### src/hdl/stok_pkg.sv
`default_nettype none
package stok_pkg;

  localparam int unsigned PositionBitsDefault = 16;
  localparam int unsigned QueueDepthDefault = 4;

  typedef struct packed {
    logic       kind;
    logic [5:0] cls;
    logic [7:0] ch;
    logic [15:0] line;
    logic [15:0] col;
  } rec_t;

  typedef struct packed {
    logic [1:0]     cnt;
    rec_t [2:0]     rec;
  } bundle_t;

  localparam logic [5:0] ClsError  = 6'd0;
  localparam logic [5:0] ClsEof    = 6'd1;
  localparam logic [5:0] ClsIdent  = 6'd2;
  localparam logic [5:0] ClsAtom   = 6'd3;
  localparam logic [5:0] ClsNumber = 6'd4;
  localparam logic [5:0] ClsString = 6'd5;

  localparam logic KindContent = 1'b0;
  localparam logic KindEnd     = 1'b1;

  function automatic logic is_digit(input logic [7:0] b);
    return b >= 8'h30 && b <= 8'h39;
  endfunction

  function automatic logic is_alpha(input logic [7:0] b);
    return (b >= 8'h61 && b <= 8'h7A) || (b >= 8'h41 && b <= 8'h5A);
  endfunction

  function automatic logic is_ident_start(input logic [7:0] b);
    return is_alpha(b) || b >= 8'hC0;
  endfunction

  function automatic logic is_name(input logic [7:0] b);
    return is_alpha(b) || b >= 8'h80 || is_digit(b) || b == 8'h5F;
  endfunction

  function automatic logic is_space(input logic [7:0] b);
    return b == 8'h20 || (b >= 8'd9 && b <= 8'd13);
  endfunction

  function automatic logic is_e(input logic [7:0] b);
    return b == 8'h65 || b == 8'h45;
  endfunction

  function automatic logic is_sign(input logic [7:0] b);
    return b == 8'h2B || b == 8'h2D;
  endfunction

  function automatic logic [5:0] op_single(input logic [7:0] p);
    case (p)
      8'h2B: return 6'd16;
      8'h2D: return 6'd17;
      8'h21: return 6'd25;
      8'h3C: return 6'd28;
      8'h3E: return 6'd29;
      8'h3D: return 6'd15;
      8'h26: return 6'd22;
      8'h7C: return 6'd23;
      default: return ClsError;
    endcase
  endfunction

  function automatic logic [5:0] op_double(input logic [7:0] p);
    case (p)
      8'h2B: return 6'd33;
      8'h2D: return 6'd32;
      8'h21: return 6'd27;
      8'h3C: return 6'd30;
      8'h3E: return 6'd31;
      8'h3D: return 6'd26;
      8'h26: return 6'd21;
      8'h7C: return 6'd24;
      default: return ClsError;
    endcase
  endfunction

  function automatic logic [7:0] op_second(input logic [7:0] p);
    if (p == 8'h2B || p == 8'h2D || p == 8'h26 || p == 8'h7C) return p;
    return 8'h3D;
  endfunction

  function automatic logic [5:0] single_char(input logic [7:0] b);
    case (b)
      8'h28: return 6'd6;
      8'h29: return 6'd7;
      8'h7B: return 6'd8;
      8'h7D: return 6'd9;
      8'h5B: return 6'd10;
      8'h5D: return 6'd11;
      8'h2C: return 6'd12;
      8'h3B: return 6'd13;
      8'h2E: return 6'd14;
      8'h2A: return 6'd18;
      8'h2F: return 6'd19;
      8'h25: return 6'd20;
      default: return ClsError;
    endcase
  endfunction

  // Keyword match on the saved name bytes; longer names never match.
  function automatic logic [5:0] ident_class(input logic [39:0] pre, input logic [2:0] len);
    if (len == 3'd3 && pre == 40'h0000766172) return 6'd34;
    if (len == 3'd3 && pre == 40'h000066756E) return 6'd35;
    if (len == 3'd2 && pre == 40'h000000666E) return 6'd36;
    if (len == 3'd4 && pre == 40'h0073616D65) return 6'd37;
    if (len == 3'd2 && pre == 40'h0000006966) return 6'd38;
    if (len == 3'd4 && pre == 40'h00656C6966) return 6'd39;
    if (len == 3'd4 && pre == 40'h00656C7365) return 6'd40;
    if (len == 3'd5 && pre == 40'h7768696C65) return 6'd41;
    return ClsIdent;
  endfunction

endpackage
`default_nettype wire

### src/hdl/stok_if.sv
`default_nettype none
interface stok_in_if;
  logic       valid;
  logic       ready;
  logic [7:0] byte_in;
  logic       end_of_input;
  modport source (output valid, output byte_in, output end_of_input, input ready);
  modport sink (input valid, input byte_in, input end_of_input, output ready);
endinterface

interface stok_out_if;
  logic        valid;
  logic        ready;
  logic        record_kind;
  logic [5:0]  token_class;
  logic [7:0]  char_value;
  logic [15:0] line_number;
  logic [15:0] column_number;
  logic        last;
  modport source (output valid, output record_kind, output token_class, output char_value,
                  output line_number, output column_number, output last, input ready);
  modport sink (input valid, input record_kind, input token_class, input char_value,
                input line_number, input column_number, input last, output ready);
endinterface
`default_nettype wire

### src/hdl/stok_front.sv
`default_nettype none
module stok_front #(
  parameter int unsigned POSITION_BITS = stok_pkg::PositionBitsDefault
) (
  input  wire logic              clk_i,
  input  wire logic              rst_ni,
  input  wire logic              accept_i,
  input  wire logic [7:0]        byte_i,
  input  wire logic              eoi_i,
  output stok_pkg::bundle_t      bundle_o
);

  localparam logic [3:0] ModeIdle    = 4'd0;
  localparam logic [3:0] ModeComment = 4'd1;
  localparam logic [3:0] ModeIdent   = 4'd2;
  localparam logic [3:0] ModeAtom0   = 4'd3;
  localparam logic [3:0] ModeAtom    = 4'd4;
  localparam logic [3:0] ModeStr     = 4'd5;
  localparam logic [3:0] ModeEsc     = 4'd6;
  localparam logic [3:0] ModeOp      = 4'd7;
  localparam logic [3:0] ModeInt     = 4'd8;
  localparam logic [3:0] ModeDots    = 4'd9;
  localparam logic [3:0] ModeFrac    = 4'd10;
  localparam logic [3:0] ModeExp     = 4'd11;
  localparam logic [3:0] ModeSign    = 4'd12;
  localparam logic [3:0] ModeExpd    = 4'd13;

  localparam logic [POSITION_BITS-1:0] PosMax = '1;
  localparam logic [POSITION_BITS-1:0] PosOne = POSITION_BITS'(1);

  logic [3:0]               mode_q, mode_d;
  logic [7:0]               op_q, op_d;
  logic                     quo_q, quo_d;
  logic [39:0]              pre_q, pre_d;
  logic [2:0]               len_q, len_d;
  logic [POSITION_BITS-1:0] ln_q, ln_d, cl_q, cl_d;

  function automatic logic [15:0] sat(input logic [POSITION_BITS-1:0] v);
    if (POSITION_BITS > 16 && (v >> 16) != '0) return 16'hFFFF;
    return 16'(v);
  endfunction

  function automatic stok_pkg::rec_t mk(input logic kind, input logic [5:0] cls,
                                        input logic [7:0] ch,
                                        input logic [POSITION_BITS-1:0] ln,
                                        input logic [POSITION_BITS-1:0] cl);
    stok_pkg::rec_t r;
    r.kind = kind;
    r.cls  = cls;
    r.ch   = ch;
    r.line = sat(ln);
    r.col  = sat(cl);
    return r;
  endfunction

  always_comb begin
    logic [1:0] n;
    logic       done;
    logic [3:0] nxt;
    logic       nxt_ok;
    logic [7:0] d;
    logic [7:0] b;
    logic [5:0] c;
    mode_d = mode_q;
    op_d   = op_q;
    quo_d  = quo_q;
    pre_d  = pre_q;
    len_d  = len_q;
    ln_d   = ln_q;
    cl_d   = cl_q;
    bundle_o = '0;
    n = 2'd0;
    done = 1'b0;
    nxt = ModeIdle;
    nxt_ok = 1'b0;
    d = 8'd0;
    b = byte_i;
    c = stok_pkg::ClsError;

    if (eoi_i || b == 8'd0) begin
      c = stok_pkg::ClsEof;
      nxt_ok = 1'b1;
      case (mode_q)
        ModeIdent: c = stok_pkg::ident_class(pre_q, len_q);
        ModeAtom0: c = stok_pkg::ClsError;
        ModeAtom: c = stok_pkg::ClsAtom;
        ModeOp: c = stok_pkg::op_single(op_q);
        ModeInt, ModeDots, ModeFrac, ModeExpd: c = stok_pkg::ClsNumber;
        ModeExp, ModeSign: c = stok_pkg::ClsError;
        default: nxt_ok = 1'b0;
      endcase
      if (nxt_ok) begin
        bundle_o.rec[n] = mk(stok_pkg::KindEnd, c, 8'd0, ln_d, cl_d);
        n = n + 2'd1;
      end
      bundle_o.rec[n] = mk(stok_pkg::KindEnd, stok_pkg::ClsEof, 8'd0, ln_d, cl_d);
      n = n + 2'd1;
      mode_d = ModeIdle;
      done = 1'b1;
    end else begin
      case (mode_q)
        ModeIdle: ;
        ModeComment: begin
          if (b == 8'h0D || b == 8'h0A) mode_d = ModeIdle;
          else done = 1'b1;
        end
        ModeIdent: begin
          if (stok_pkg::is_name(b)) begin
            done = 1'b1;
            if (len_q < 3'd5) begin
              pre_d = {pre_q[31:0], b};
              len_d = len_q + 3'd1;
            end else begin
              len_d = 3'd6;
            end
          end else begin
            bundle_o.rec[n] = mk(stok_pkg::KindEnd, stok_pkg::ident_class(pre_q, len_q),
                                 8'd0, ln_d, cl_d);
            n = n + 2'd1;
            mode_d = ModeIdle;
          end
        end
        ModeAtom0, ModeAtom: begin
          if (stok_pkg::is_name(b)) begin
            done = 1'b1;
            mode_d = ModeAtom;
          end else begin
            bundle_o.rec[n] = mk(stok_pkg::KindEnd, (mode_q == ModeAtom) ?
                                 stok_pkg::ClsAtom : stok_pkg::ClsError, 8'd0, ln_d, cl_d);
            n = n + 2'd1;
            mode_d = ModeIdle;
          end
        end
        ModeStr, ModeEsc: done = 1'b1;
        ModeOp: begin
          if (b == stok_pkg::op_second(op_q)) done = 1'b1;
          else if (stok_pkg::is_sign(op_q) && stok_pkg::is_digit(b)) done = 1'b1;
          else begin
            bundle_o.rec[n] = mk(stok_pkg::KindEnd, stok_pkg::op_single(op_q), 8'd0,
                                 ln_d, cl_d);
            n = n + 2'd1;
            mode_d = ModeIdle;
          end
        end
        ModeInt, ModeDots, ModeFrac, ModeExp, ModeSign, ModeExpd: begin
          if (stok_pkg::is_digit(b)) begin
            nxt_ok = 1'b1;
            nxt = (mode_q == ModeInt) ? ModeInt :
                  (mode_q == ModeDots || mode_q == ModeFrac) ? ModeFrac : ModeExpd;
          end else if (b == 8'h2E && (mode_q == ModeInt || mode_q == ModeDots)) begin
            nxt_ok = 1'b1;
            nxt = ModeDots;
          end else if (stok_pkg::is_e(b) && (mode_q == ModeInt || mode_q == ModeDots ||
                       mode_q == ModeFrac || mode_q == ModeExp)) begin
            nxt_ok = 1'b1;
            nxt = ModeExp;
          end else if (stok_pkg::is_sign(b) && (mode_q == ModeExp || mode_q == ModeSign)) begin
            nxt_ok = 1'b1;
            nxt = ModeSign;
          end
          if (nxt_ok) begin
            done = 1'b1;
          end else begin
            bundle_o.rec[n] = mk(stok_pkg::KindEnd, (mode_q == ModeExp || mode_q == ModeSign)
                                 ? stok_pkg::ClsError : stok_pkg::ClsNumber, 8'd0, ln_d, cl_d);
            n = n + 2'd1;
            mode_d = ModeIdle;
          end
        end
        default: mode_d = ModeIdle;
      endcase

      // Every byte consumed moves the position, whoever consumes it.
      if (b == 8'h0A) begin
        if (ln_d < PosMax) ln_d = ln_d + PosOne;
        cl_d = PosOne;
      end else if (cl_d < PosMax) begin
        cl_d = cl_d + PosOne;
      end

      if (done) begin
        case (mode_q)
          ModeIdent, ModeAtom0, ModeAtom: begin
            bundle_o.rec[n] = mk(stok_pkg::KindContent, 6'd0, b, ln_d, cl_d);
            n = n + 2'd1;
          end
          ModeStr: begin
            if (b == (quo_q ? 8'h27 : 8'h22)) begin
              bundle_o.rec[n] = mk(stok_pkg::KindEnd, stok_pkg::ClsString, 8'd0, ln_d, cl_d);
              n = n + 2'd1;
              mode_d = ModeIdle;
            end else if (b == 8'h5C) begin
              mode_d = ModeEsc;
            end else begin
              bundle_o.rec[n] = mk(stok_pkg::KindContent, 6'd0, b, ln_d, cl_d);
              n = n + 2'd1;
            end
          end
          ModeEsc: begin
            mode_d = ModeStr;
            case (b)
              8'h61: d = 8'd7;
              8'h62: d = 8'd8;
              8'h66: d = 8'd12;
              8'h6E: d = 8'd10;
              8'h72: d = 8'd13;
              8'h74: d = 8'd9;
              8'h5C, 8'h27, 8'h22: d = b;
              default: d = 8'd0;
            endcase
            // Unknown escapes leave no content.
            if (d != 8'd0) begin
              bundle_o.rec[n] = mk(stok_pkg::KindContent, 6'd0, d, ln_d, cl_d);
              n = n + 2'd1;
            end
          end
          ModeOp: begin
            bundle_o.rec[n] = mk(stok_pkg::KindContent, 6'd0, b, ln_d, cl_d);
            n = n + 2'd1;
            if (b == stok_pkg::op_second(op_q)) begin
              bundle_o.rec[n] = mk(stok_pkg::KindEnd, stok_pkg::op_double(op_q), 8'd0,
                                   ln_d, cl_d);
              n = n + 2'd1;
              mode_d = ModeIdle;
            end else begin
              mode_d = ModeInt;
            end
          end
          ModeInt, ModeDots, ModeFrac, ModeExp, ModeSign, ModeExpd: begin
            bundle_o.rec[n] = mk(stok_pkg::KindContent, 6'd0, b, ln_d, cl_d);
            n = n + 2'd1;
            mode_d = nxt;
          end
          default: ;
        endcase
      end else begin
        // The byte starts afresh between tokens.
        c = stok_pkg::single_char(b);
        if (stok_pkg::is_space(b)) begin
          mode_d = ModeIdle;
        end else if (b == 8'h23) begin
          mode_d = ModeComment;
        end else if (stok_pkg::is_ident_start(b)) begin
          bundle_o.rec[n] = mk(stok_pkg::KindContent, 6'd0, b, ln_d, cl_d);
          n = n + 2'd1;
          pre_d = {32'd0, b};
          len_d = 3'd1;
          mode_d = ModeIdent;
        end else if (stok_pkg::is_digit(b)) begin
          bundle_o.rec[n] = mk(stok_pkg::KindContent, 6'd0, b, ln_d, cl_d);
          n = n + 2'd1;
          mode_d = ModeInt;
        end else if (b == 8'h3A) begin
          mode_d = ModeAtom0;
        end else if (b == 8'h22 || b == 8'h27) begin
          quo_d = (b == 8'h27);
          mode_d = ModeStr;
        end else begin
          bundle_o.rec[n] = mk(stok_pkg::KindContent, 6'd0, b, ln_d, cl_d);
          n = n + 2'd1;
          if (c != stok_pkg::ClsError) begin
            bundle_o.rec[n] = mk(stok_pkg::KindEnd, c, 8'd0, ln_d, cl_d);
            n = n + 2'd1;
            mode_d = ModeIdle;
          end else if (stok_pkg::op_single(b) != stok_pkg::ClsError) begin
            op_d = b;
            mode_d = ModeOp;
          end else begin
            bundle_o.rec[n] = mk(stok_pkg::KindEnd, stok_pkg::ClsError, 8'd0, ln_d, cl_d);
            n = n + 2'd1;
            mode_d = ModeIdle;
          end
        end
      end
    end
    bundle_o.cnt = n;
  end

  always_ff @(posedge clk_i or negedge rst_ni) begin
    if (!rst_ni) begin
      mode_q <= ModeIdle;
      op_q   <= 8'd0;
      quo_q  <= 1'b0;
      pre_q  <= 40'd0;
      len_q  <= 3'd0;
      ln_q   <= PosOne;
      cl_q   <= PosOne;
    end else if (accept_i) begin
      mode_q <= mode_d;
      op_q   <= op_d;
      quo_q  <= quo_d;
      pre_q  <= pre_d;
      len_q  <= len_d;
      ln_q   <= ln_d;
      cl_q   <= cl_d;
    end
  end

endmodule
`default_nettype wire

### src/hdl/stok_queue.sv
`default_nettype none
module stok_queue #(
  parameter int unsigned DEPTH = stok_pkg::QueueDepthDefault
) (
  input  wire logic              clk_i,
  input  wire logic              rst_ni,
  input  wire logic              push_i,
  input  wire stok_pkg::bundle_t data_i,
  output logic                   full_o,
  input  wire logic              pop_i,
  output logic                   empty_o,
  output stok_pkg::bundle_t      data_o
);

  localparam int unsigned AW = (DEPTH > 1) ? $clog2(DEPTH) : 1;

  stok_pkg::bundle_t mem_q [DEPTH];
  logic [AW-1:0]     wr_q, rd_q;
  logic [AW:0]       cnt_q;

  assign full_o  = cnt_q == (AW+1)'(DEPTH);
  assign empty_o = cnt_q == '0;
  assign data_o  = mem_q[rd_q];

  function automatic logic [AW-1:0] inc(input logic [AW-1:0] p);
    return (p == AW'(DEPTH - 1)) ? '0 : p + AW'(1);
  endfunction

  always_ff @(posedge clk_i) begin
    if (push_i) mem_q[wr_q] <= data_i;
  end

  always_ff @(posedge clk_i or negedge rst_ni) begin
    if (!rst_ni) begin
      wr_q  <= '0;
      rd_q  <= '0;
      cnt_q <= '0;
    end else begin
      if (push_i) wr_q <= inc(wr_q);
      if (pop_i) rd_q <= inc(rd_q);
      if (push_i && !pop_i) cnt_q <= cnt_q + (AW+1)'(1);
      else if (pop_i && !push_i) cnt_q <= cnt_q - (AW+1)'(1);
    end
  end

endmodule
`default_nettype wire

### src/hdl/stok_back.sv
`default_nettype none
module stok_back (
  input  wire logic              clk_i,
  input  wire logic              rst_ni,
  input  wire logic              empty_i,
  input  wire stok_pkg::bundle_t head_i,
  output logic                   pop_o,
  stok_out_if.source             out_o
);

  logic [1:0]     idx_q;
  logic           fin;
  stok_pkg::rec_t r;

  assign r   = head_i.rec[idx_q];
  assign fin = idx_q == head_i.cnt - 2'd1;

  assign out_o.valid         = !empty_i;
  assign out_o.record_kind   = r.kind;
  assign out_o.token_class   = r.cls;
  assign out_o.char_value    = r.ch;
  assign out_o.line_number   = r.line;
  assign out_o.column_number = r.col;
  assign out_o.last          = fin;

  assign pop_o = out_o.valid && out_o.ready && fin;

  always_ff @(posedge clk_i or negedge rst_ni) begin
    if (!rst_ni) begin
      idx_q <= 2'd0;
    end else if (out_o.valid && out_o.ready) begin
      idx_q <= fin ? 2'd0 : idx_q + 2'd1;
    end
  end

endmodule
`default_nettype wire

### src/hdl/source_tokenizer.sv
`default_nettype none
// Source tokenizer: takes one source byte per cycle while the queue is not full and
// emits content and token-end words with line and column. Each byte is scanned
// combinationally; its one to three words are queued as one entry, and a byte making
// no words is not queued. Output hands out one word per cycle while out_o.ready is
// high. Input stalls only when all QUEUE_DEPTH entries (one per byte) are full.
module source_tokenizer #(
  parameter int unsigned POSITION_BITS = stok_pkg::PositionBitsDefault,
  parameter int unsigned QUEUE_DEPTH   = stok_pkg::QueueDepthDefault
) (
  input  wire logic   clk_i,
  input  wire logic   rst_ni,
  stok_in_if.sink     in_i,
  stok_out_if.source  out_o
);

  stok_pkg::bundle_t bundle, head;
  logic              full, empty, pop, accept;

  assign in_i.ready = !full;
  assign accept     = in_i.valid && !full;

  stok_front #(.POSITION_BITS(POSITION_BITS)) u_front (
    .clk_i    (clk_i),
    .rst_ni   (rst_ni),
    .accept_i (accept),
    .byte_i   (in_i.byte_in),
    .eoi_i    (in_i.end_of_input),
    .bundle_o (bundle)
  );

  stok_queue #(.DEPTH(QUEUE_DEPTH)) u_queue (
    .clk_i   (clk_i),
    .rst_ni  (rst_ni),
    .push_i  (accept && bundle.cnt != 2'd0),
    .data_i  (bundle),
    .full_o  (full),
    .pop_i   (pop),
    .empty_o (empty),
    .data_o  (head)
  );

  stok_back u_back (
    .clk_i   (clk_i),
    .rst_ni  (rst_ni),
    .empty_i (empty),
    .head_i  (head),
    .pop_o   (pop),
    .out_o   (out_o)
  );

endmodule
`default_nettype wire
### src/flat_wrapper.sv
// flat-port wrapper written by rule: the top's interface ports become plain ports
module source_tokenizer_flat 
#(
  parameter int unsigned POSITION_BITS = stok_pkg::PositionBitsDefault,
  parameter int unsigned QUEUE_DEPTH   = stok_pkg::QueueDepthDefault
)
  (clk_i, rst_ni, in_i_valid, in_i_byte_in, in_i_end_of_input, in_i_ready, out_o_valid, out_o_record_kind, out_o_token_class, out_o_char_value, out_o_line_number, out_o_column_number, out_o_last, out_o_ready);
  stok_in_if in_i_i ();
  stok_out_if out_o_i ();
  input  wire logic clk_i;
  input  wire logic rst_ni;
  input wire logic [$bits(in_i_i.valid)-1:0] in_i_valid;
  input wire logic [$bits(in_i_i.byte_in)-1:0] in_i_byte_in;
  input wire logic [$bits(in_i_i.end_of_input)-1:0] in_i_end_of_input;
  output wire logic [$bits(in_i_i.ready)-1:0] in_i_ready;
  output wire logic [$bits(out_o_i.valid)-1:0] out_o_valid;
  output wire logic [$bits(out_o_i.record_kind)-1:0] out_o_record_kind;
  output wire logic [$bits(out_o_i.token_class)-1:0] out_o_token_class;
  output wire logic [$bits(out_o_i.char_value)-1:0] out_o_char_value;
  output wire logic [$bits(out_o_i.line_number)-1:0] out_o_line_number;
  output wire logic [$bits(out_o_i.column_number)-1:0] out_o_column_number;
  output wire logic [$bits(out_o_i.last)-1:0] out_o_last;
  input wire logic [$bits(out_o_i.ready)-1:0] out_o_ready;
  assign in_i_i.valid = in_i_valid;
  assign in_i_i.byte_in = in_i_byte_in;
  assign in_i_i.end_of_input = in_i_end_of_input;
  assign in_i_ready = in_i_i.ready;
  assign out_o_valid = out_o_i.valid;
  assign out_o_record_kind = out_o_i.record_kind;
  assign out_o_token_class = out_o_i.token_class;
  assign out_o_char_value = out_o_i.char_value;
  assign out_o_line_number = out_o_i.line_number;
  assign out_o_column_number = out_o_i.column_number;
  assign out_o_last = out_o_i.last;
  assign out_o_i.ready = out_o_ready;
  source_tokenizer #(.POSITION_BITS(POSITION_BITS), .QUEUE_DEPTH(QUEUE_DEPTH)) u_core (.clk_i(clk_i), .rst_ni(rst_ni), .in_i(in_i_i), .out_o(out_o_i));
endmodule
### config.mk
export PLATFORM = sky130hd
export DESIGN_NAME = source_tokenizer_flat
export DESIGN_NICKNAME = d
export VERILOG_FILES = /design/src/hdl/stok_pkg.sv /design/src/hdl/stok_if.sv /design/src/hdl/stok_front.sv /design/src/hdl/stok_queue.sv /design/src/hdl/stok_back.sv /design/src/hdl/source_tokenizer.sv /design/src/flat_wrapper.sv
export SDC_FILE = /design/constraint.sdc
export NUM_CORES = 1
export LEC_CHECK = 0
export ABC_AREA = 1
export BUFFER_PORTS_ARGS = -buffer_cell sky130_fd_sc_hd__buf_4
export CORE_MARGIN = 3
export CORE_UTILIZATION = 45
export DETAILED_ROUTE_END_ITERATION = 16
export MAX_ROUTING_LAYER = met4
export SLEW_MARGIN = 20
export SYNTH_ARGS = -nofsm -noshare
export SYNTH_HDL_FRONTEND = slang
export SYNTH_HIERARCHICAL = 1
export SYNTH_SLANG_ARGS = --single-unit
### constraint.sdc
create_clock -name clk_i -period 7.9 [get_ports clk_i]
set_input_delay 1.58 -clock clk_i [delete_from_list [all_inputs] [get_ports clk_i]]
set_output_delay 1.58 -clock clk_i [all_outputs]
set_load 0.02 [all_outputs]
## Word-level counts from Yosys, hierarchy flattened

Memories as Yosys holds them, arrays and structs flattened.
Index checks and enable logic that the tools add are counted.
W data, S select, Z words.

| word-level totals | value |
|---|---|
| memories kept | 1 |
| bits in writable memories | 572 |
| ROM bits | 0 |
| bits in latches | 0 |
| register bits after elaboration | 97 |

| cells by class | value |
|---|---|
| shifts and indexed selects | 0 |
| reduce and logical (&&, ||, !) cells | 69 |
| multiply operators | 0 |
| divide/modulo/power cells | 0 |
| bitwise logic cells | 9 |
| muxes and demuxes | 329 |
| order comparisons | 20 |
| eq/ne operators | 77 |
| add/sub/neg operators | 12 |

Memories:

| name | depth | width | rd ports | clocked after memory_dff | wr ports | RTL line | text |
|---|---|---|---|---|---|---|---|
| u_core.u_queue.mem_q | 4 | 143 | 1 | 0 | 1 | stok_queue.sv:17 | `stok_pkg::bundle_t mem_q [DEPTH];` |

Operators by type and width:

| cell | count |
|---|---|
| $mux W141 | 14 |
| $bwmux W141 | 7 |
| $mux W47 | 12 |
| $pmux W141 S4 | 1 |
| $mux W6 | 72 |
| $demux W47 S2 | 3 |
| $mux W40 | 7 |
| $eq A8 B6 Y1 const B | 27 |
| $pmux W47 S4 | 1 |
| $mux W1 | 130 |
| $eq A8 B7 Y1 const B | 16 |
| $eq A40 B31 Y1 const B | 3 |
| $mux W16 | 6 |
| $bmux W47 S2 | 1 |
| $mux W8 | 11 |
| $eq A40 B15 Y1 const B | 2 |
| $eq A40 B23 Y1 const B | 2 |
| $pmux W5 S8 | 2 |
| $mux W4 | 15 |
| $pmux W5 S12 | 1 |
| $pmux W8 S7 | 1 |
| $mux W3 | 18 |
| $pmux W6 S8 | 1 |
| $eq A40 B39 Y1 const B | 1 |
| 52 further kinds | 162 |

## Logic depth before layout (Yosys ltp)

Gate-level depths: netlist (run 1).

| depth | value |
|---|---|
| depth after elaboration | 81 |
| gate-level depth with buffers | 31 |
| gate-level depth less buffers | 30 |

## Hierarchy

The synthesis (run 1) kept the hierarchy.

By module, submodules not included:

| module | cells each | area each (um2) | instances |
|---|---|---|---|
| stok_queue | 1720 | 23186.0 | 1 |
| stok_front | 1454 | 9080.0 | 1 |
| stok_back | 241 | 1188.6 | 1 |
| source_tokenizer | 5 | 23.8 | 1 |

## Worst setup path after synthesis (run 1)

OpenSTA, ideal clock, no wires.

| timing | value |
|---|---|
| path kind | input-to-reg |
| start | in in_i_byte_in[5] |
| end | mem u_core/u_queue/mem_q[0][0] (netlist bit), enable pin |
| arrival time | 7201 ps |
| setup slack | 203 ps |
| stages | 21 |
| buffers on the path | 3 |
| cells stage by stage | buf_2 nand2_1 clkinv_1 nand2_4 nor2_4 a21oi_2 nand3_2 nor2_1 a21oi_4 nand2_4 buf_4 buf_2 ha_1 or2_2 nand3_1 a21oi_1 a21oi_1 nor2_1 nor2_2 nand2_1 inv_1 |

RTL lines:

| item | RTL line | text |
|---|---|---|
| start, declared | flat_wrapper.sv:13 | `input wire logic [$bits(in_i_i.byte_in)-1:0] in_i_byte_in;` |
| end, declared | stok_queue.sv:17 |  |

==> results of run 1 <==
==> worst reg2reg max path, delay by kind of cell (launching register included) <==
family	cells	cell delay [ns]
flops	1	0.42
buf+inv	5	1.36
simple gates	10	2.54
==> layout make-up <==
type	count	share of cell area
timing repair buffer	102	0.0252
tap	959	0.0326
antenna	1	0.0000680
multi-input combinational	2044	0.289
clock buffer	97	0.0543
inverter	519	0.0542
clock inverter	38	0.0119
sequential	669	0.533
==> cell usage in the layout, fill, tap and decap left out, types with 21 or more instances in the layout <==
| master | count |
|---|---|
| inv_2 | 30 |
| nand4_1 | 42 |
| o21ai_0 | 201 |
| clkbuf_16 | 75 |
| o21ai_1 | 35 |
| nor2_1 | 176 |
| o211ai_1 | 291 |
| inv_1 | 474 |
| o22ai_1 | 47 |
| buf_4 | 89 |
| edfxtp_1 | 572 |
| ha_1 | 21 |
| nor3_1 | 36 |
| nand2_1 | 788 |
| a21oi_1 | 31 |
| nand3_1 | 195 |
| dfrtp_1 | 92 |
==> state kept, by name (all words and copies together), names as in the netlist <==
register               cells
u_core/u_front/op_q        8
u_core/u_front/ln_q       16
u_core/u_front/pre_q      40
u_core/u_queue/cnt_q       3
u_core/u_front/len_q       3
u_core/u_queue/rd_q        2
u_core/u_front/quo_q       1
u_core/u_front/mode_q      4
u_core/u_queue/mem_q     572
u_core/u_back/idx_q        2
u_core/u_front/cl_q       16
u_core/u_queue/wr_q        2
==> cells by family (layout without fill, tap and decap cells) <==
kind of cell / after synthesis / count (layout) / synth area share
AO/OA/AOI/OAI: 662 / 662 / 0.129
adder cells (fa/ha/maj): 22 / 22 / 0.00845
other: 1 / 10 / 0.000112
AND/OR/NAND/NOR: 1339 / 1339 / 0.175
XOR/XNOR: 12 / 12 / 0.00314
flip-flops: 669 / 669 / 0.586
buffers and inverters: 715 / 756 / 0.0982
==> metal layers <==
| metal | global-route usage | part of all wire | vias up | routed length (um) |
|---|---|---|---|---|
| li1 | - | - | 11698 | - |
| met1 | 0.316 | 0.46 | 11583 | 40000 |
| met2 | 0.375 | 0.47 | 650 | 41300 |
| met3 | 0.0288 | 0.051 | 121 | 4460 |
| met4 | 0.0544 | 0.018 | 0 | 1570 |
| met5 | - | 0 | - | 0 |
==> final timing paths <==
check                                                     start                                    end  cells past startpoint
hold reg to reg             u_core/u_queue/cnt_q[2]$_DFFE_PN0P_    u_core/u_queue/cnt_q[2]$_DFFE_PN0P_                      2
setup reg to reg           u_core/u_front/mode_q[1]$_DFFE_PN0P_  u_core/u_queue/mem_q[0][69]$_DFFE_PP_                     15
hold / removal              u_core/u_queue/cnt_q[2]$_DFFE_PN0P_    u_core/u_queue/cnt_q[2]$_DFFE_PN0P_                      2
max in group asynchronous                                rst_ni    u_core/u_front/ln_q[13]$_DFFE_PN0P_                      2
setup / recovery                                in_i_byte_in[6]  u_core/u_queue/mem_q[0][69]$_DFFE_PP_                     20
min in group asynchronous                                rst_ni   u_core/u_front/pre_q[12]$_DFFE_PN0P_                      1
==> where the power goes <==
group / leakage, nW / switching, mW / total [mW] / internal [mW]
Combinational: 7.16 / 3.80 / 5.40 / 1.60
Clock: 1.18 / 1.43 / 3.44 / 2.00
Sequential: 6.61 / 0.381 / 5.24 / 4.85
Total: 14.9 / 5.62 / 14.1 / 8.46
==> metrics by stage <==
stage	util	worst slack (ns)	hold slack, ns	instance area (um^2)	cells
CTS	0.502	2.57	0.507	36800	4428
floorplan	-	0.203	0.463	33500	3428
finish	0.502	2.54	0.508	36800	4429
global placement	0.469	2.01	0.491	34400	4293
detailed placement	0.469	1.94	0.492	34400	4293
global route	0.502	2.24	0.547	36800	4428
==> run summary, run 1 <==
outcome -> completed
post-cts resize count -> 0
Post-CTS Hold Fix Bufs -> 0
top post-synthesis cells by area -> edfxtp_1 51%, nand2_1 8.8%, dfrtp_1 7.1%
most common library cells after synthesis -> 788 x nand2_1, 572 x edfxtp_1, 478 x inv_1
GR Overflow Total -> 0
core box area -> 0.0733 mm^2
Crit Path Class -> input pin to flip-flop
Max-slew headroom -> 0.228
MaxCap Viol Count -> 0
clock buffer count from CTS -> 74
Post-Synthesis Cells -> 3420
global-route wire length before repair -> 136000 um
crit path DAT -> 5.66 ns
Initial Util -> 0.457
routed wire length -> 87300 um
post-DP HPWL -> 55300 um
postcts setup bufs -> 0
area grow syn2layout -> 9.95%
synthesized area per cell -> 9.79 um^2
Ys Warns -> 6
Max FO, Critical Path -> 49
DR vias/cell -> 5.43
I/O pin count -> 63
Achievable Freq -> 0.187 GHz
Top Family by Delay on Critical Path -> simple AND/OR/NAND/NOR gates
post-layout net count -> 3445
GPL Wtd Cong -> 0.957
critical path required time -> 8.20 ns
Via Count -> 24.1k
number of global-route vias before repair -> 22.9k
total power -> 14.1 mW
register area share after synthesis -> 0.586
async set-reset flop share out of synthesis -> 0.145
H-tree levels -> 3
min-delay worst type -> flip-flop to flip-flop
Fill cells -> 6717
CTS tree -> built
largest net degree at the start of global routing -> 133
highest-delay cell along the critical path -> inv_6
DR pass1 iterations -> 5
max-slew violation count -> 0
GRT Overall Usage -> 0.232
Max stage delay on crit path -> 0.46 ns
Die Ht -> 279 um
Die Width -> 279 um
DR WL/cell -> 19.7 um
ANT nets after route -> 0
Storage cell area -> 0.0196 mm^2
top-area cell type share of the netlist area -> 0.513
leak pwr -> 14.9 nW
initial antenna violation count -> 0
Post-route DRC -> 0
CTS Sinks -> 669
fin crit period -> 5.36 ns
Netlist cell types -> 64
CP Buf/Inv Count -> 5
most numerous cell in the Yosys netlist -> nand2_1
period utilization -> 0.678
number of port buffers -> 62
layout cells sized above 1 -> 0.103
critical path startpoint category -> input pin
Slew @ Worst Pin -> 1.15 ns
Skew-Pair Late Insertion Delay -> 0.63 ns
area occupied by multi-input gates -> 0.0106 mm^2
Clock Root Buffer -> clkbuf_16
Clock Path Buffers -> 3
setup total negative slack -> 0 ns
Yosys reg bits -> 669
Max VDD drop -> 0.000217 V
area leader, netlist -> edfxtp_1
# setup viols final -> 0
clock skew -> 0.0333 ns
Hold Vio Cnt, Final -> 0
DRT iter0 DRCs -> 1799
worst path cell trace -> buf_4 > clkinv_4 > nor2_2 > nand3_1 > clkinv_1 > a21oi_2 > nand3_2 > nor2_1 > a21oi_4 > nand2_4 > ha_1 > or2_2 > nand3_1 > a21oi_1 > a21oi_1 > nor2_1 > nor2_2 > nand2_1 > inv_6 > buf_4
nature of the critical path endpoint -> flip-flop
Most used DFF post-synth -> edfxtp_1
P per Cell Area -> 382 mW/mm^2
RSZ-0062 raised after global routing -> false
R2R setup slack -> 3.26 ns
Die ar. -> 0.0777 mm^2
number of synthesized flops with an enable pin -> 572
row cnt -> 99
Syn Std Cell Area -> 0.0335 mm^2
Worst-path clk slew -> 0.06 ns
Power figures use the tool's default switching activity.
==> run 2, diff against run 1 <==
==> constraint.sdc (replaced) <==
create_clock -name clk_i -period 4.6 [get_ports clk_i]
set_input_delay 0.92 -clock clk_i [delete_from_list [all_inputs] [get_ports clk_i]]
set_output_delay 0.92 -clock clk_i [all_outputs]
set_load 0.02 [all_outputs]
==> run summary, run 2 (synthesis gave the netlist of run 1 again) <==
leak pwr -> 15.2 nW (+2.1%)
Die Ht -> 279 um (unchanged)
min-delay worst type -> input pin to asynchronous set/reset pin
largest net degree at the start of global routing -> 140 (+5.3%)
DRT iter0 DRCs -> 2251 (+25%)
row cnt -> 99 (unchanged)
RSZ-0062 raised after global routing -> false
Crit Path Class -> flip-flop to flip-flop
Clock Path Buffers -> 3 (unchanged)
outcome -> completed
nature of the critical path endpoint -> flip-flop
CTS Sinks -> 669 (unchanged)
commonest non-fill, non-tap cell in the layout -> nand2_1
GPL Wtd Cong -> 0.945 (-1.3%)
crit path DAT -> 4.41 ns (-1.25 ns)
Place WS -> 0.0286 ns (-1.91 ns)
Top reg by flops -> u_core/u_queue/mem_q
number of global-route vias before repair -> 23.3k (+1.4%)
DR pass1 iterations -> 6 (+1)
Max FO, Critical Path -> 14 (-71%)
P per Cell Area -> 650 mW/mm^2 (+70%)
Critical R2R Launch -> u_core/u_front/mode_q[2]$_DFFE_PN0P_
Die ar. -> 0.0777 mm^2 (unchanged)
Skew-Pair Late Insertion Delay -> 0.63 ns (about the same)
critical path startpoint category -> flip-flop
setup total negative slack -> 0 ns (unchanged)
MaxCap Viol Count -> 0 (unchanged)
Max VDD drop -> 0.000413 V (+90%)
postcts setup bufs -> 0 (unchanged)
worst setup path start -> u_core/u_front/mode_q[2]$_DFFE_PN0P_
Worst Reg-to-Reg Cells -> 19 (+4)
post-DP HPWL -> 59200 um (+7.1%)
GRT Overall Usage -> 0.238 (+0.00579)
Largest register FFs -> 572 (unchanged)
Worst-path clk slew -> 0.06 ns (about the same)
R2R setup slack -> 0.50 ns (-2.76 ns)
global-route wire length before repair -> 139000 um (+2.2%)
Post-CTS Hold Fix Bufs -> 0 (unchanged)
number of port buffers -> 62 (unchanged)
DR vias/cell -> 5.44 (+0.19%)
post-layout net count -> 3510 (+1.9%)
clock skew -> 0.0291 ns (-0.00419 ns)
post-cts resize count -> 0 (unchanged)
Fill cells -> 6668 (-0.73%)
clock buffer count from CTS -> 73 (-1.4%)
Achievable Freq -> 0.244 GHz
Slew @ Worst Pin -> 0.992 ns (-0.155 ns)
max-slew violation count -> 0 (unchanged)
critical path required time -> 4.91 ns (-3.29 ns)
Reg-to-Reg End -> u_core/u_queue/mem_q[2][63]$_DFFE_PP_
period utilization -> 0.891
total power -> 24.3 mW (+73%)
DR WL/cell -> 20.0 um (+1.4%)
CTS tree -> built
H-tree levels -> 3 (unchanged)
# setup viols final -> 0 (unchanged)
core box area -> 0.0733 mm^2 (unchanged)
Hold Vio Cnt, Final -> 0 (unchanged)
Initial Util -> 0.457 (unchanged)
Hold Slack -> 0.294 ns (-0.213 ns)
fin crit period -> 4.10 ns
I/O pin count -> 63 (unchanged)
ANT nets after route -> 0 (unchanged)
area grow syn2layout -> 11.9%
most frequent cells in the layout -> 785 x nand2_1, 572 x edfxtp_1, 473 x inv_1, 291 x o211ai_1, 201 x o21ai_0
GR Overflow Total -> 0 (unchanged)
Die Width -> 279 um (unchanged)
Via Count -> 24.5k (+1.7%)
Post-route DRC -> 0 (unchanged)
final cell utilization of the core -> 0.511 (+0.00875)
Max-slew headroom -> 0.332 (+0.104)
layout cells sized above 1 -> 0.119 (+0.0157)
final worst slack -> 0.502 ns (-2.04 ns)
initial antenna violation count -> 0 (unchanged)
Clock Root Buffer -> clkbuf_16
Largest regs -> u_core/u_queue/mem_q (572), u_core/u_front/pre_q (40)
routed wire length -> 89800 um (+2.9%)
[run 2: critical path, cell delays in order, from the launching register on]
cell        delay (ns)
dfrtp_1           0.42
nor2_1            0.40
buf_4             0.20
nand4_1           0.15
nand3_2           0.15
nor2_4            0.06
a21oi_4           0.18
nand2_4           0.10
ha_1              0.29
or2_2             0.29
nand3_1           0.11
a21oi_2           0.07
a21oi_2           0.26
nor2_1            0.12
nor2_2            0.20
buf_4             0.17
nand2_1           0.08
clkinvlp_4        0.15
buf_12            0.18
buf_12            0.17
[run 2: area by class of cell]
| class | count | area (um^2) | area share |
|---|---|---|---|
| multi-input combinational | 2044 | 10700 | 0.285 |
| sequential | 669 | 19600 | 0.524 |
| clock inverter | 40 | 350 | 0.00935 |
| timing repair buffer | 168 | 1670 | 0.0447 |
| tap | 959 | 1200 | 0.0320 |
| clock buffer | 94 | 1920 | 0.0512 |
| antenna | 1 | 2.50 | 0.0000668 |
| inverter | 519 | 2010 | 0.0536 |
[run 2: report_power, final]
part / total (mW) / switching (mW) / internal (mW) / leakage, nW
clock network: 5.58 / 2.43 / 3.16 / 1.10
registers: 8.97 / 0.631 / 8.33 / 6.61
logic: 9.78 / 6.72 / 3.06 / 7.55
[run 2: through the flow]
step           std cells  instance area [um^2]
2_1_floorplan       3428                 33600
6_report            4494                 37400
3_3_place_gp        4359                 35200
4_1_cts             4493                 37400
3_5_place_dp        4359                 35200
5_1_grt             4493                 37400
[run 2: worst max path at each step]
| stage | endpoint | slack, ns | depth (start not counted) |
|---|---|---|---|
| after floorplan | u_core/u_queue/mem_q[3][0]$_DFFE_PP_ | -1.22 | 24 |
| after global placement | u_core/u_queue/mem_q[0][103]$_DFFE_PP_ | 0.07 | 22 |
| after detailed placement | u_core/u_queue/mem_q[0][103]$_DFFE_PP_ | 0.03 | 22 |
| after CTS | u_core/u_queue/mem_q[2][63]$_DFFE_PP_ | 0.53 | 20 |
| after global routing | u_core/u_queue/mem_q[2][63]$_DFFE_PP_ | 0.19 | 20 |
| final | u_core/u_queue/mem_q[2][63]$_DFFE_PP_ | 0.50 | 19 |
[run 2: layer usage]
metal | global-route usage | share of wire | vias to the layer above
met5 | - | 0 | -
met4 | 0.0687 | 0.023 | 0
met3 | 0.0329 | 0.056 | 153
met2 | 0.373 | 0.47 | 744
met1 | 0.327 | 0.46 | 11734
li1 | - | - | 11820
